### config.mk
export PLATFORM = sky130hd
export DESIGN_NAME = fixed_to_fp32_row_writeout
export DESIGN_NICKNAME = d
export VERILOG_FILES = /design/src/hdl/fxf_pkg.sv /design/src/hdl/fxf_front.sv /design/src/hdl/fxf_queue.sv /design/src/hdl/fxf_conv.sv /design/src/hdl/fixed_to_fp32_row_writeout.sv
export SDC_FILE = /design/constraint.sdc
export NUM_CORES = 2
export LEC_CHECK = 0
export ABC_AREA = 1
export BUFFER_PORTS_ARGS = -buffer_cell sky130_fd_sc_hd__buf_4
export CORE_MARGIN = 5
export CORE_UTILIZATION = 58
export DETAILED_ROUTE_END_ITERATION = 7
export PLACE_DENSITY = 0.74
export SLEW_MARGIN = 20
export SYNTH_ARGS = -nofsm -noshare
export SYNTH_HDL_FRONTEND = slang
export SYNTH_SLANG_ARGS = --single-unit
### constraint.sdc
create_clock -name clk -period 11.5 [get_ports clk]
set_clock_uncertainty 0.05 [all_clocks]
set_input_delay 2.3 -clock clk [delete_from_list [all_inputs] [get_ports clk]]
set_output_delay 2.3 -clock clk [all_outputs]
set_load 0.01 [all_outputs]
### src/hdl/fxf_pkg.sv
// Shared types and constants for the fixed-to-fp32 row writeout block.
package fxf_pkg;

	localparam int WordW = 32;
	localparam int DimW  = 15;
	localparam int BinW  = 31;
	localparam int CfgIdxW = 3;
	localparam int CfgDataW = 31;

	typedef enum logic [CfgIdxW-1:0] {
		CFG_FRAC_SHIFT = 3'd0,
		CFG_SLAB_LEN   = 3'd1,
		CFG_CORE_INDEX = 3'd2,
		CFG_ROWS_LOG2  = 3'd3,
		CFG_COLS_LOG2  = 3'd4
	} cfg_idx_t;

	typedef struct packed {
		logic seg_first;
		logic seg_last;
		logic slab_last;
	} flags_t;

	typedef struct packed {
		logic [WordW-1:0] word;
		logic [DimW-1:0]  row;
		logic [DimW-1:0]  col;
		flags_t           flags;
	} entry_t;

endpackage

### src/hdl/fxf_front.sv
// Front end: slab walk tracking, row/column tagging and filtering of words.
module fxf_front #(
	parameter int MAX_DIM_LOG2 = 15
) (
	input  logic                clk,
	input  logic                arst_n,
	input  logic                take,
	input  logic [31:0]         word,
	input  logic                start,
	input  logic [30:0]         slab_len,
	input  logic [9:0]          core_index,
	input  logic [3:0]          rows_log2,
	input  logic [3:0]          cols_log2,
	output logic                emit,
	output fxf_pkg::entry_t     entry
);

	localparam logic [3:0] DimMin = 4'd9;
	localparam logic [3:0] DimMax = 4'(MAX_DIM_LOG2);

	logic [30:0] bins_seen_q;
	logic [14:0] row_q;
	logic [14:0] col_q;
	logic        active_q;

	logic [3:0]  rl, cl;
	logic [4:0]  dim_sum;
	logic [40:0] first;
	logic [40:0] first_hi;
	logic        pad;
	logic [41:0] remain;
	logic [30:0] nvalid;
	logic [15:0] last_col16;
	logic [14:0] last_col;
	logic [40:0] first_row;
	logic [30:0] seen_e;
	logic [14:0] row_e, col_e;
	logic        active_e;
	logic        at_row_end, is_last;

	always_comb begin
		rl = (rows_log2 < DimMin) ? DimMin : ((rows_log2 > DimMax) ? DimMax : rows_log2);
		cl = (cols_log2 < DimMin) ? DimMin : ((cols_log2 > DimMax) ? DimMax : cols_log2);
		dim_sum  = 5'(rl) + 5'(cl);
		first    = 41'(core_index) * 41'(slab_len);
		first_hi = first >> dim_sum;
		pad      = |first_hi;
		remain   = (42'd1 << dim_sum) - 42'(first);
		nvalid   = (remain > 42'(slab_len)) ? slab_len : remain[30:0];
		last_col16 = (16'd1 << cl) - 16'd1;
		last_col   = last_col16[14:0];
		first_row  = first >> cl;

		seen_e   = start ? '0 : bins_seen_q;
		row_e    = start ? first_row[14:0] : row_q;
		col_e    = start ? (first[14:0] & last_col) : col_q;
		active_e = start | active_q;

		at_row_end = col_e >= last_col;
		is_last    = (seen_e + 31'd1) == nvalid;
		emit       = !pad && active_e && (seen_e < nvalid);

		entry.word            = word;
		entry.row             = row_e;
		entry.col             = col_e;
		entry.flags.seg_first = (seen_e == '0) || (col_e == '0);
		entry.flags.seg_last  = at_row_end || is_last;
		entry.flags.slab_last = is_last;
	end

	always_ff @(posedge clk or negedge arst_n) begin
		if (!arst_n) begin
			bins_seen_q <= '0;
			row_q       <= '0;
			col_q       <= '0;
			active_q    <= 1'b0;
		end else if (take && !pad) begin
			if (emit) begin
				bins_seen_q <= seen_e + 31'd1;
				active_q    <= 1'b1;
				if (at_row_end) begin
					col_q <= '0;
					row_q <= row_e + 15'd1;
				end else begin
					col_q <= col_e + 15'd1;
					row_q <= row_e;
				end
			end else begin
				// idle walk stays idle; an exhausted walk stops here
				bins_seen_q <= seen_e;
				row_q       <= row_e;
				col_q       <= col_e;
				active_q    <= 1'b0;
			end
		end
	end

endmodule

### src/hdl/fxf_queue.sv
// Four-entry queue between the walk front end and the conversion back end.
module fxf_queue (
	input  logic            clk,
	input  logic            arst_n,
	input  logic            push,
	input  fxf_pkg::entry_t push_data,
	input  logic            pop,
	output fxf_pkg::entry_t pop_data,
	output logic            not_empty,
	output logic            full,
	output logic [2:0]      count
);

	fxf_pkg::entry_t mem [4];
	logic [1:0] wr_q, rd_q;
	logic [2:0] cnt_q;

	assign not_empty = cnt_q != 3'd0;
	assign full      = cnt_q == 3'd4;
	assign count     = cnt_q;
	assign pop_data  = mem[rd_q];

	always_ff @(posedge clk) begin
		if (push) begin
			mem[wr_q] <= push_data;
		end
	end

	always_ff @(posedge clk or negedge arst_n) begin
		if (!arst_n) begin
			wr_q  <= '0;
			rd_q  <= '0;
			cnt_q <= '0;
		end else begin
			if (push) wr_q <= wr_q + 2'd1;
			if (pop)  rd_q <= rd_q + 2'd1;
			cnt_q <= cnt_q + 3'(push) - 3'(pop);
		end
	end

endmodule

### src/hdl/fxf_conv.sv
// Back end: two-stage unsigned integer to fp32 conversion with output register.
module fxf_conv (
	input  logic            clk,
	input  logic            arst_n,
	input  logic            in_v,
	input  fxf_pkg::entry_t in_e,
	output logic            in_take,
	input  logic [4:0]      frac_shift,
	input  logic            out_stall,
	output logic            out_v,
	output logic [31:0]     fp32,
	output fxf_pkg::entry_t out_e
);

	logic            v_s1, v_s2;
	fxf_pkg::entry_t e_s1;
	logic [31:0]     norm_s1;
	logic [4:0]      lz_s1;
	logic            zero_s1;
	logic            adv2, adv1;

	logic [31:0] n;
	logic [4:0]  lz;
	logic        guard, sticky, rup;
	logic [24:0] m25;
	logic [7:0]  e8;
	logic [22:0] frac;
	logic [7:0]  pexp;

	assign adv2    = !v_s2 || !out_stall;
	assign adv1    = !v_s1 || adv2;
	assign in_take = in_v && adv1;
	assign out_v   = v_s2;

	// leading-zero normalize in five shift steps
	always_comb begin
		n  = in_e.word;
		lz = '0;
		if (n[31:16] == '0) begin n = n << 16; lz[4] = 1'b1; end
		if (n[31:24] == '0) begin n = n << 8;  lz[3] = 1'b1; end
		if (n[31:28] == '0) begin n = n << 4;  lz[2] = 1'b1; end
		if (n[31:30] == '0) begin n = n << 2;  lz[1] = 1'b1; end
		if (n[31] == 1'b0)  begin n = n << 1;  lz[0] = 1'b1; end
	end

	always_comb begin
		guard  = norm_s1[7];
		sticky = |norm_s1[6:0];
		rup    = guard && (sticky || norm_s1[8]);
		m25    = {1'b0, norm_s1[31:8]} + 25'(rup);
		pexp   = 8'd31 - 8'(lz_s1) + 8'(m25[24]);
		e8     = pexp + 8'd127 - 8'(frac_shift);
		frac   = m25[24] ? 23'd0 : m25[22:0];
	end

	always_ff @(posedge clk) begin
		if (adv1) begin
			e_s1    <= in_e;
			norm_s1 <= n;
			lz_s1   <= lz;
			zero_s1 <= in_e.word == '0;
		end
		if (adv2) begin
			out_e <= e_s1;
			fp32  <= zero_s1 ? 32'd0 : {1'b0, e8, frac};
		end
	end

	always_ff @(posedge clk or negedge arst_n) begin
		if (!arst_n) begin
			v_s1 <= 1'b0;
			v_s2 <= 1'b0;
		end else begin
			if (adv1) v_s1 <= in_take;
			if (adv2) v_s2 <= v_s1;
		end
	end

endmodule

### src/hdl/fixed_to_fp32_row_writeout.sv
// A word that yields a result is registered in the queue, then stage 1, then stage 2,
// and shows on the outputs from stage 2; out_stall can hold it in any of these.
// Throughput: one word per cycle unless stalled; the front walk and conversion pipe
// each take a word per cycle, and a four-entry queue absorbs output stalls.
// Reset (arst_n low, asynchronous): walk state, queue and pipe valids clear;
// config registers return to scale 0, slab 0, core 0, rows/cols log2 of 9.
module fixed_to_fp32_row_writeout #(
	parameter int MAX_DIM_LOG2 = 15
) (
	input  logic        clk,
	input  logic        arst_n,
	// config write port
	input  logic        cfg_we,
	input  logic [2:0]  cfg_index,
	input  logic [30:0] cfg_wdata,
	// input words
	input  logic        in_valid,
	output logic        in_stall,
	input  logic [31:0] density_word,
	input  logic        slab_start,
	// result words
	output logic        out_valid,
	input  logic        out_stall,
	output logic [31:0] fp32_bits,
	output logic [14:0] dest_row,
	output logic [14:0] dest_col,
	output logic        segment_first,
	output logic        segment_last,
	output logic        slab_last
);

	logic [4:0]  frac_shift_q;
	logic [30:0] slab_len_q;
	logic [9:0]  core_index_q;
	logic [3:0]  rows_log2_q;
	logic [3:0]  cols_log2_q;

	always_ff @(posedge clk or negedge arst_n) begin
		if (!arst_n) begin
			frac_shift_q <= '0;
			slab_len_q   <= '0;
			core_index_q <= '0;
			rows_log2_q  <= 4'd9;
			cols_log2_q  <= 4'd9;
		end else if (cfg_we) begin
			unique case (cfg_index)
				fxf_pkg::CFG_FRAC_SHIFT: frac_shift_q <= cfg_wdata[4:0];
				fxf_pkg::CFG_SLAB_LEN:   slab_len_q   <= cfg_wdata;
				fxf_pkg::CFG_CORE_INDEX: core_index_q <= cfg_wdata[9:0];
				fxf_pkg::CFG_ROWS_LOG2:  rows_log2_q  <= cfg_wdata[3:0];
				fxf_pkg::CFG_COLS_LOG2:  cols_log2_q  <= cfg_wdata[3:0];
				default: ;
			endcase
		end
	end

	logic            q_full, q_ne, take, emit, pop;
	logic [2:0]      q_count;
	fxf_pkg::entry_t f_entry, q_entry, o_entry;

	// front takes a word whenever the queue has room
	assign in_stall = q_full;
	assign take     = in_valid && !q_full;

	fxf_front #(.MAX_DIM_LOG2(MAX_DIM_LOG2)) u_front (
		.clk        (clk),
		.arst_n     (arst_n),
		.take       (take),
		.word       (density_word),
		.start      (slab_start),
		.slab_len   (slab_len_q),
		.core_index (core_index_q),
		.rows_log2  (rows_log2_q),
		.cols_log2  (cols_log2_q),
		.emit       (emit),
		.entry      (f_entry)
	);

	fxf_queue u_queue (
		.clk       (clk),
		.arst_n    (arst_n),
		.push      (take && emit),
		.push_data (f_entry),
		.pop       (pop),
		.pop_data  (q_entry),
		.not_empty (q_ne),
		.full      (q_full),
		.count     (q_count)
	);

	fxf_conv u_conv (
		.clk        (clk),
		.arst_n     (arst_n),
		.in_v       (q_ne),
		.in_e       (q_entry),
		.in_take    (pop),
		.frac_shift (frac_shift_q),
		.out_stall  (out_stall),
		.out_v      (out_valid),
		.fp32       (fp32_bits),
		.out_e      (o_entry)
	);

	assign dest_row      = o_entry.row;
	assign dest_col      = o_entry.col;
	assign segment_first = o_entry.flags.seg_first;
	assign segment_last  = o_entry.flags.seg_last;
	assign slab_last     = o_entry.flags.slab_last;

`ifndef SYNTH
	a_q_bound: assert property (@(posedge clk) disable iff (!arst_n)
		q_count <= 3'd4) else $error("queue count overflow");
	a_last_ends_seg: assert property (@(posedge clk) disable iff (!arst_n)
		out_valid && slab_last |-> segment_last) else $error("slab end without segment end");
	a_zero_exp: assert property (@(posedge clk) disable iff (!arst_n)
		out_valid && fp32_bits[30:23] == 8'd0 |-> fp32_bits == 32'd0)
		else $error("denormal result");
`endif

endmodule

-- After elaboration in Yosys (flattened, before gate mapping)
Memory sizes are Yosys's and may differ from the RTL's.
Cells that the tools add are included.
- output and inout bits: 67
- RAM bits: 260
- register bits: 261
- input port bits: 72
- memories kept: 1
- reduce and logical (&&, ||, !) cells: 34
- order comparisons: 7
- shifts and indexed selects: 4
- bitwise operators: 2
- equal/unequal tests: 6
- add/sub/neg operators: 15
- multipliers: 1
- mux-type cells: 26
- memories (name ; depth ; bits a word ; rd ports ; clocked after memory_dff ; write ports ; line ; text):
    u_queue.mem ; 4 ; 65 ; 1 ; 0 ; 1 ; fxf_queue.sv:14 ; fxf_pkg::entry_t mem [4];
- operators with widths (cell ; count):
    $mux 32 ; 4
    $mux 31 ; 4
    $mux 15 ; 6
    $gt 42x31->1 ; 1
    $shl 1x5->42 const A ; 1
    $sub 42x41->42 ; 1
    $mul 10x31->41 ; 1
    $reduce_or 41->1 ; 1
    $shr 41x4->15 ; 1
    $shr 41x5->41 ; 1
    $logic_not 32->1 ; 1
    $add 31x1->31 const B ; 1
    $eq 31x31->1 ; 1
    $logic_not 31->1 ; 1
    $lt 31x31->1 ; 1
    $add 15x1->15 const B ; 2
    $add 24x1->25 ; 1
    $logic_not 16->1 ; 1
    $mux 4 ; 4
    $and 15x15->15 ; 1
    $ge 15x15->1 ; 1
    $logic_not 15->1 ; 1
    $shl 1x4->15 const A ; 1
    $sub 15x1->15 const B ; 1
    other kinds (26) ; 56

-- Logic depth before layout (Yosys ltp)
- word-level depth: 13
- mapped depth: 69
- mapped depth without buffers: 66

-- By module
From an unflattened synthesis, not the netlist that was laid out.
- cell total of the unflattened synthesis: 6171
- area total of the unflattened synthesis: 46507.1 µm²
- modules (own cells, without submodules) (module ; seq. area each (µm²) ; instances ; area an instance (µm²) ; cells each):
    fxf_front ; 1551.5 ; 1 ; 23561.3 ; 3934
    fxf_queue ; 7982.7 ; 1 ; 11357.1 ; 1065
    fxf_conv ; 6025.8 ; 1 ; 9331.4 ; 924
    fixed_to_fp32_row_writeout ; 1356.3 ; 1 ; 2257.2 ; 248

-- Worst setup path before layout
Ideal clock, no wire load.
- path kind: register to register
- start: register core_index_q[9]
- end: memory u_queue.mem[0][0] (netlist bit), enable pin
- cell stages (with the launch flop): 49
- data required time: 10.961 ns
- arrival time: 11.837 ns
- clock period less this slack: 12.375 ns
- slack: -0.875 ns
- path buffers: 2
- path through: dfrtp_1 clkbuf_1 nand2_1 fa_1 fa_1 inv_1 fa_1 fa_1 inv_1 fa_1 inv_1 ha_1 nand2_1 nor2_1 nand3_1 nand3_1 nand2_1 nand2_1 [... 13 more ...] nand2_1 nand2_1 nor2_2 nand3_2 buf_2 nand2_1 nand2_1 ha_1 a21oi_1 o21ai_0 a21o_1 a21oi_1 o21ai_0 nand2_1 o2111ai_1 a21oi_1 nand2_1 nor2_1
- longest elaborated chain between the ends: 9
- elaborated cells on any way between the ends: 13
- ends and longest elaborated chain (element ; line ; text):
    from (decl) ; fixed_to_fp32_row_writeout.sv:34 ; logic [9:0] core_index_q;
    from (signal assigned) ; fixed_to_fp32_row_writeout.sv:49 ; fxf_pkg::CFG_CORE_INDEX: core_index_q <= cfg_wdata[9:0];
    $mul 10x31->41 (*) ; fxf_front.sv:45 ; first = 41'(core_index) * 41'(slab_len);
    $sub 42x41->42 / $shr 41x5->41 (equally long branches) ; fxf_front.sv:48, fxf_front.sv:46 ;
    $gt 42x31->1 / $reduce_or 41->1 (equally long branches) ; fxf_front.sv:49, fxf_front.sv:47 ;
    $mux 31 / $logic_not 1->1 (equally long branches) ; fxf_front.sv:49, fxf_front.sv:61 ;
    $lt 31x31->1 / $logic_and 1x1->1 (equally long branches) ; fxf_front.sv:61 ; emit = !pad && active_e && (seen_e < nvalid);
    $logic_and 1x1->1 (*) ; fxf_front.sv:61 ;
    $logic_and 1x1->1 (*) ; fixed_to_fp32_row_writeout.sv:82 ; .push (take && emit),
    $mux 1 (*) ; fxf_queue.sv:24 ; if (push) begin
    $mux 1 (not written as such) (*) ; fxf_queue.sv:25 ; mem[wr_q] <= push_data;
    to (decl) ; fxf_queue.sv:14 ;
Mark *: on every way between the ends. The rest lies on a longest branch, timed or not.

-- Worst setup path in the final report
- start: register core_index_q[5]
- end: register u_queue.cnt_q[2] (netlist: u_queue.count[2])
- longest elaborated chain between the ends: 9
- elaborated cells on any way between the ends: 13
- ends and longest elaborated chain (element ; line ; text):
    $mul 10x31->41 (*) ; fxf_front.sv:45 ;
    $sub 42x41->42 / $shr 41x5->41 (equally long branches) ; fxf_front.sv:48, fxf_front.sv:46 ;
    $gt 42x31->1 / $reduce_or 41->1 (equally long branches) ; fxf_front.sv:49, fxf_front.sv:47 ;
    $mux 31 / $logic_not 1->1 (equally long branches) ; fxf_front.sv:49, fxf_front.sv:61 ;
    $lt 31x31->1 / $logic_and 1x1->1 (equally long branches) ; fxf_front.sv:61 ;
    $logic_and 1x1->1 (*) ; fxf_front.sv:61 ;
    $logic_and 1x1->1 (*) ; fixed_to_fp32_row_writeout.sv:82 ;
    $add 3x1->3 (*) ; fxf_queue.sv:37 ; cnt_q <= cnt_q + 3'(push) - 3'(pop);
    $sub 3x1->3 (*) ; fxf_queue.sv:37 ;
    to (signal assigned) ; fxf_queue.sv:37 ;
    to (decl) ; fxf_queue.sv:16 ; logic [2:0] cnt_q;
Marks and branches as above.
A chain may end at the register's enable or synchronous reset.

==> summary.txt <==
Floorplan
  • Die Ht: ~280 um
  • Core region area: about 73000 um^2
  • Initial Utilization: 0.582
  • I/O pins: 139
  • Die W: about 280 um
  • Die area: 78300 um^2
  • Num rows: slightly below 100

Timing
  • Fin Setup TNS: 0 ns
  • Fin crit period: 10.94 ns
  • Period Utilization, post-route: 0.952
  • Final Max Slew Viols: 0
  • Final Hold Fails: 0
  • Final setup fails: 0
  • Fmax: 91.4 MHz
  • Slew @ Worst Pin: between 1 and 1.5 ns
  • Setup ws final: 0.556 ns
  • Relative slew margins: 0.194

Logic synthesis
  • Number of library cell types mapped by synthesis: between 60 and 70
  • Cell Area, Synth: 42300 um^2
  • Most numerous cell in the Yosys netlist: nand2_1
  • Most frequent cells after synthesis: nand2_1 (1514), inv_1 (934), nor2_1 (497), edfxtp_1 (395), nand3_1 (337)
  • Yosys Warn Count: 0
  • Seq/Total Area, Yosys: 0.355
  • Async SR Flop Fraction: 0.240
  • Synth area leaders: edfxtp_1 (28%), nand2_1 (13%), fa_1 (11%)
  • Syn avg cell area: around 7.7 um^2
  • Top FF cell, synth: edfxtp_1
  • Cell taking the most area after synthesis: edfxtp_1
  • Syn Inst Count: between 5k and 6k
  • Post-synthesis register bit count: 520
  • Post-synth top area share: 0.281
  • Post-synth EDFFs: a little under 400

Global route
  • First-pass GRT wire length: between 150000 and 200000 um
  • GRT Util Overall: 0.297
  • Antenna violations before repair: 3
  • GRT overflow: 0
  • Vias in the first global route: between 30k and 40k
  • Pin count of the biggest net entering global routing: 100

Cells and area
  • Area Growth Syn to Fin: 12.2%
  • Layout Nets: a little over 6k
  • Fraction of layout cells with a size suffix above 1: 0.0946

Setup path
  • FF-to-FF End: u_queue.count[2]$_DFF_PN0_
  • Crit path max-delay cell type: fa_1
  • Crit-path most repeated cell: nand2_1
  • Worst-path maximum fanout: 20
  • Reg-to-Reg Start: core_index_q[5]$_DFFE_PN0P_
  • Startpoint class of the critical path: flop
  • Worst EP arrival: between 10 and 15 ns
  • CP Capture Type: flop
  • Critical path start-end classification: flop to flop
  • Reg2Reg Depth: 59
  • Slowest stage delay, CP: 0.56 ns
  • R2R Setup Slk: around 0.56 ns
  • WP data required: ~12 ns

Clock network
  • Clk Latency, worst-skew pair: ~0.63 ns
  • Clock tree root driver cell: clkbuf_16
  • Clock buffers created by TritonCTS: 54
  • Max clock buf depth: 3
  • CTS tree: yes
  • Sink Count: 520
  • CTS H-Tree Depth: 2
  • Clock slew at reported path FFs: 0.06 ns

Detailed routing
  • DRT Pass-1 Iters: 8
  • 1st-iter DRT viols: roughly 3.6k
  • Via/cell ratio: 5.58
  • Final ANT Viol Nets: 0
  • Routed len/inst: about 18 um
  • DRC: 0
  • Routed wire length: 119000 um
  • Via Count: between 30k and 40k

Placed design
  • Worst slack, placed: -0.0739 ns
  • Final HPWL DP: approximately 90000 um
  • Final GP Congestion: about 1.0
  • Buffers on Ports: approximately 140

Min path
  • Hold path depth: 0
  • Hold path start: u_conv.e_s1[4]$_DFFE_PN_
  • Hold EP: u_conv.out_e[4]$_DFFE_PP_
  • Worst min-delay path category: flop to flop

Outcome
  • Outcome: complete, no violations

Job
  • Maximum capacitance violations: 0
## what timing repair did
item,CTS,global route
pin swaps,0,13
hold buffers,0,0
buffers inserted,0,23
cloned,0,6
resized for setup,4,169
endpoints found under the setup margin,2,327
## logic make-up after synthesis
family | share of synthesized area
simple gates | 0.248
xor+xnor | 0.0151
other cells | 0.000178
buf+inv | 0.108
fa+ha+maj | 0.172
mux | 0.000977
flops | 0.355
compound gates | 0.101
## sequential cells by signal, indices dropped and copies added (netlist names), 5 cells and up
register and cells:
u_queue.mem 260, u_conv.e_s1 33, u_conv.out_e 33, u_conv.norm_s1 32, slab_len_q 31, u_conv.fp32 31
u_front.bins_seen_q 31, u_front.col_q 15, u_front.row_q 15, core_index_q 10, frac_shift_q 5, u_conv.lz_s1 5
## layer usage
| metal | global-route usage | wire length, um | up-vias |
|---|---|---|---|
| li1 | - | - | 17903 |
| met1 | 0.395 | 48600 | 17446 |
| met2 | 0.482 | 54500 | 1419 |
| met3 | 0.0436 | 9190 | 275 |
| met4 | 0.145 | 6960 | 4 |
| met5 | 0 | 22 | - |
## cell type report
class / instances / area [um^2]
multi-input combinational: 3842 / 23400
sequential: 520 / 15000
timing repair buffer: 269 / 2380
clock inverter: 30 / 364
antenna: 1 / 2.50
tap: 959 / 1200
inverter: 946 / 3550
clock buffer: 72 / 1510
fill: 6302 / 25200
## metrics by stage
| stage | std cells | area [um^2] | util | hold WS (ns) |
|---|---|---|---|---|
| floorplan | 5529 | 42300 | - | 0.350 |
| global placement | 6505 | 44500 | 0.613 | 0.351 |
| detailed placement | 6505 | 44500 | 0.613 | 0.355 |
| CTS | 6607 | 46400 | 0.639 | 0.369 |
| global route | 6638 | 47400 | 0.653 | 0.376 |
| finish | 6639 | 47400 | 0.653 | 0.366 |
## worst max-delay path, delay by kind of cell (launching register included)
family | cells | cell delay [ns]
adder cells (fa/ha/maj) | 12 | 4.73
AND/OR/NAND/NOR | 27 | 3.19
buffers and inverters | 14 | 1.44
AO/OA/AOI/OAI | 4 | 0.57
flip-flops | 1 | 0.48
XOR/XNOR | 2 | 0.39
## cells in the final DEF, fill, tap and decap left out, drive strengths merged, types with 7 or more instances in the layout
cell type,count
nand2,1517
inv,943
nor2,505
edfxtp,395
o21ai,375
nand3,339
buf,264
fa,235
a21oi,207
ha,206
dfrtp,121
nand4,85
clkbuf,77
o22ai,59
xor2,58
nor3,43
a31oi,25
clkinv,25
nand3b,18
a22oi,15
xnor2,15
or2,13
o21bai,12
nor4,12
a21o,11
a21boi,11
o211ai,10
conb,10
a211oi,8
o22a,7
o21a,7
o221ai,7
## worst max-delay path by stage
stage | start | to | slack, ns
4_1_cts | core_index_q[2]$_DFFE_PN0P_ | u_queue.count[2]$_DFF_PN0_ | 0.04
3_3_place_gp | core_index_q[6]$_DFFE_PN0P_ | u_queue.count[2]$_DFF_PN0_ | 0.06
2_1_floorplan | core_index_q[9]$_DFFE_PN0P_ | u_queue.mem[0][0]$_DFFE_PP_ | -0.88
5_1_grt | core_index_q[9]$_DFFE_PN0P_ | u_queue.count[2]$_DFF_PN0_ | -0.05
6_report | core_index_q[5]$_DFFE_PN0P_ | u_queue.count[2]$_DFF_PN0_ | 0.56
3_5_place_dp | core_index_q[6]$_DFFE_PN0P_ | u_queue.count[2]$_DFF_PN0_ | -0.07
Power is left out: the tool's default activity adds up to more than one toggle a clock period on the data nets, which glitch-free logic cannot reach.
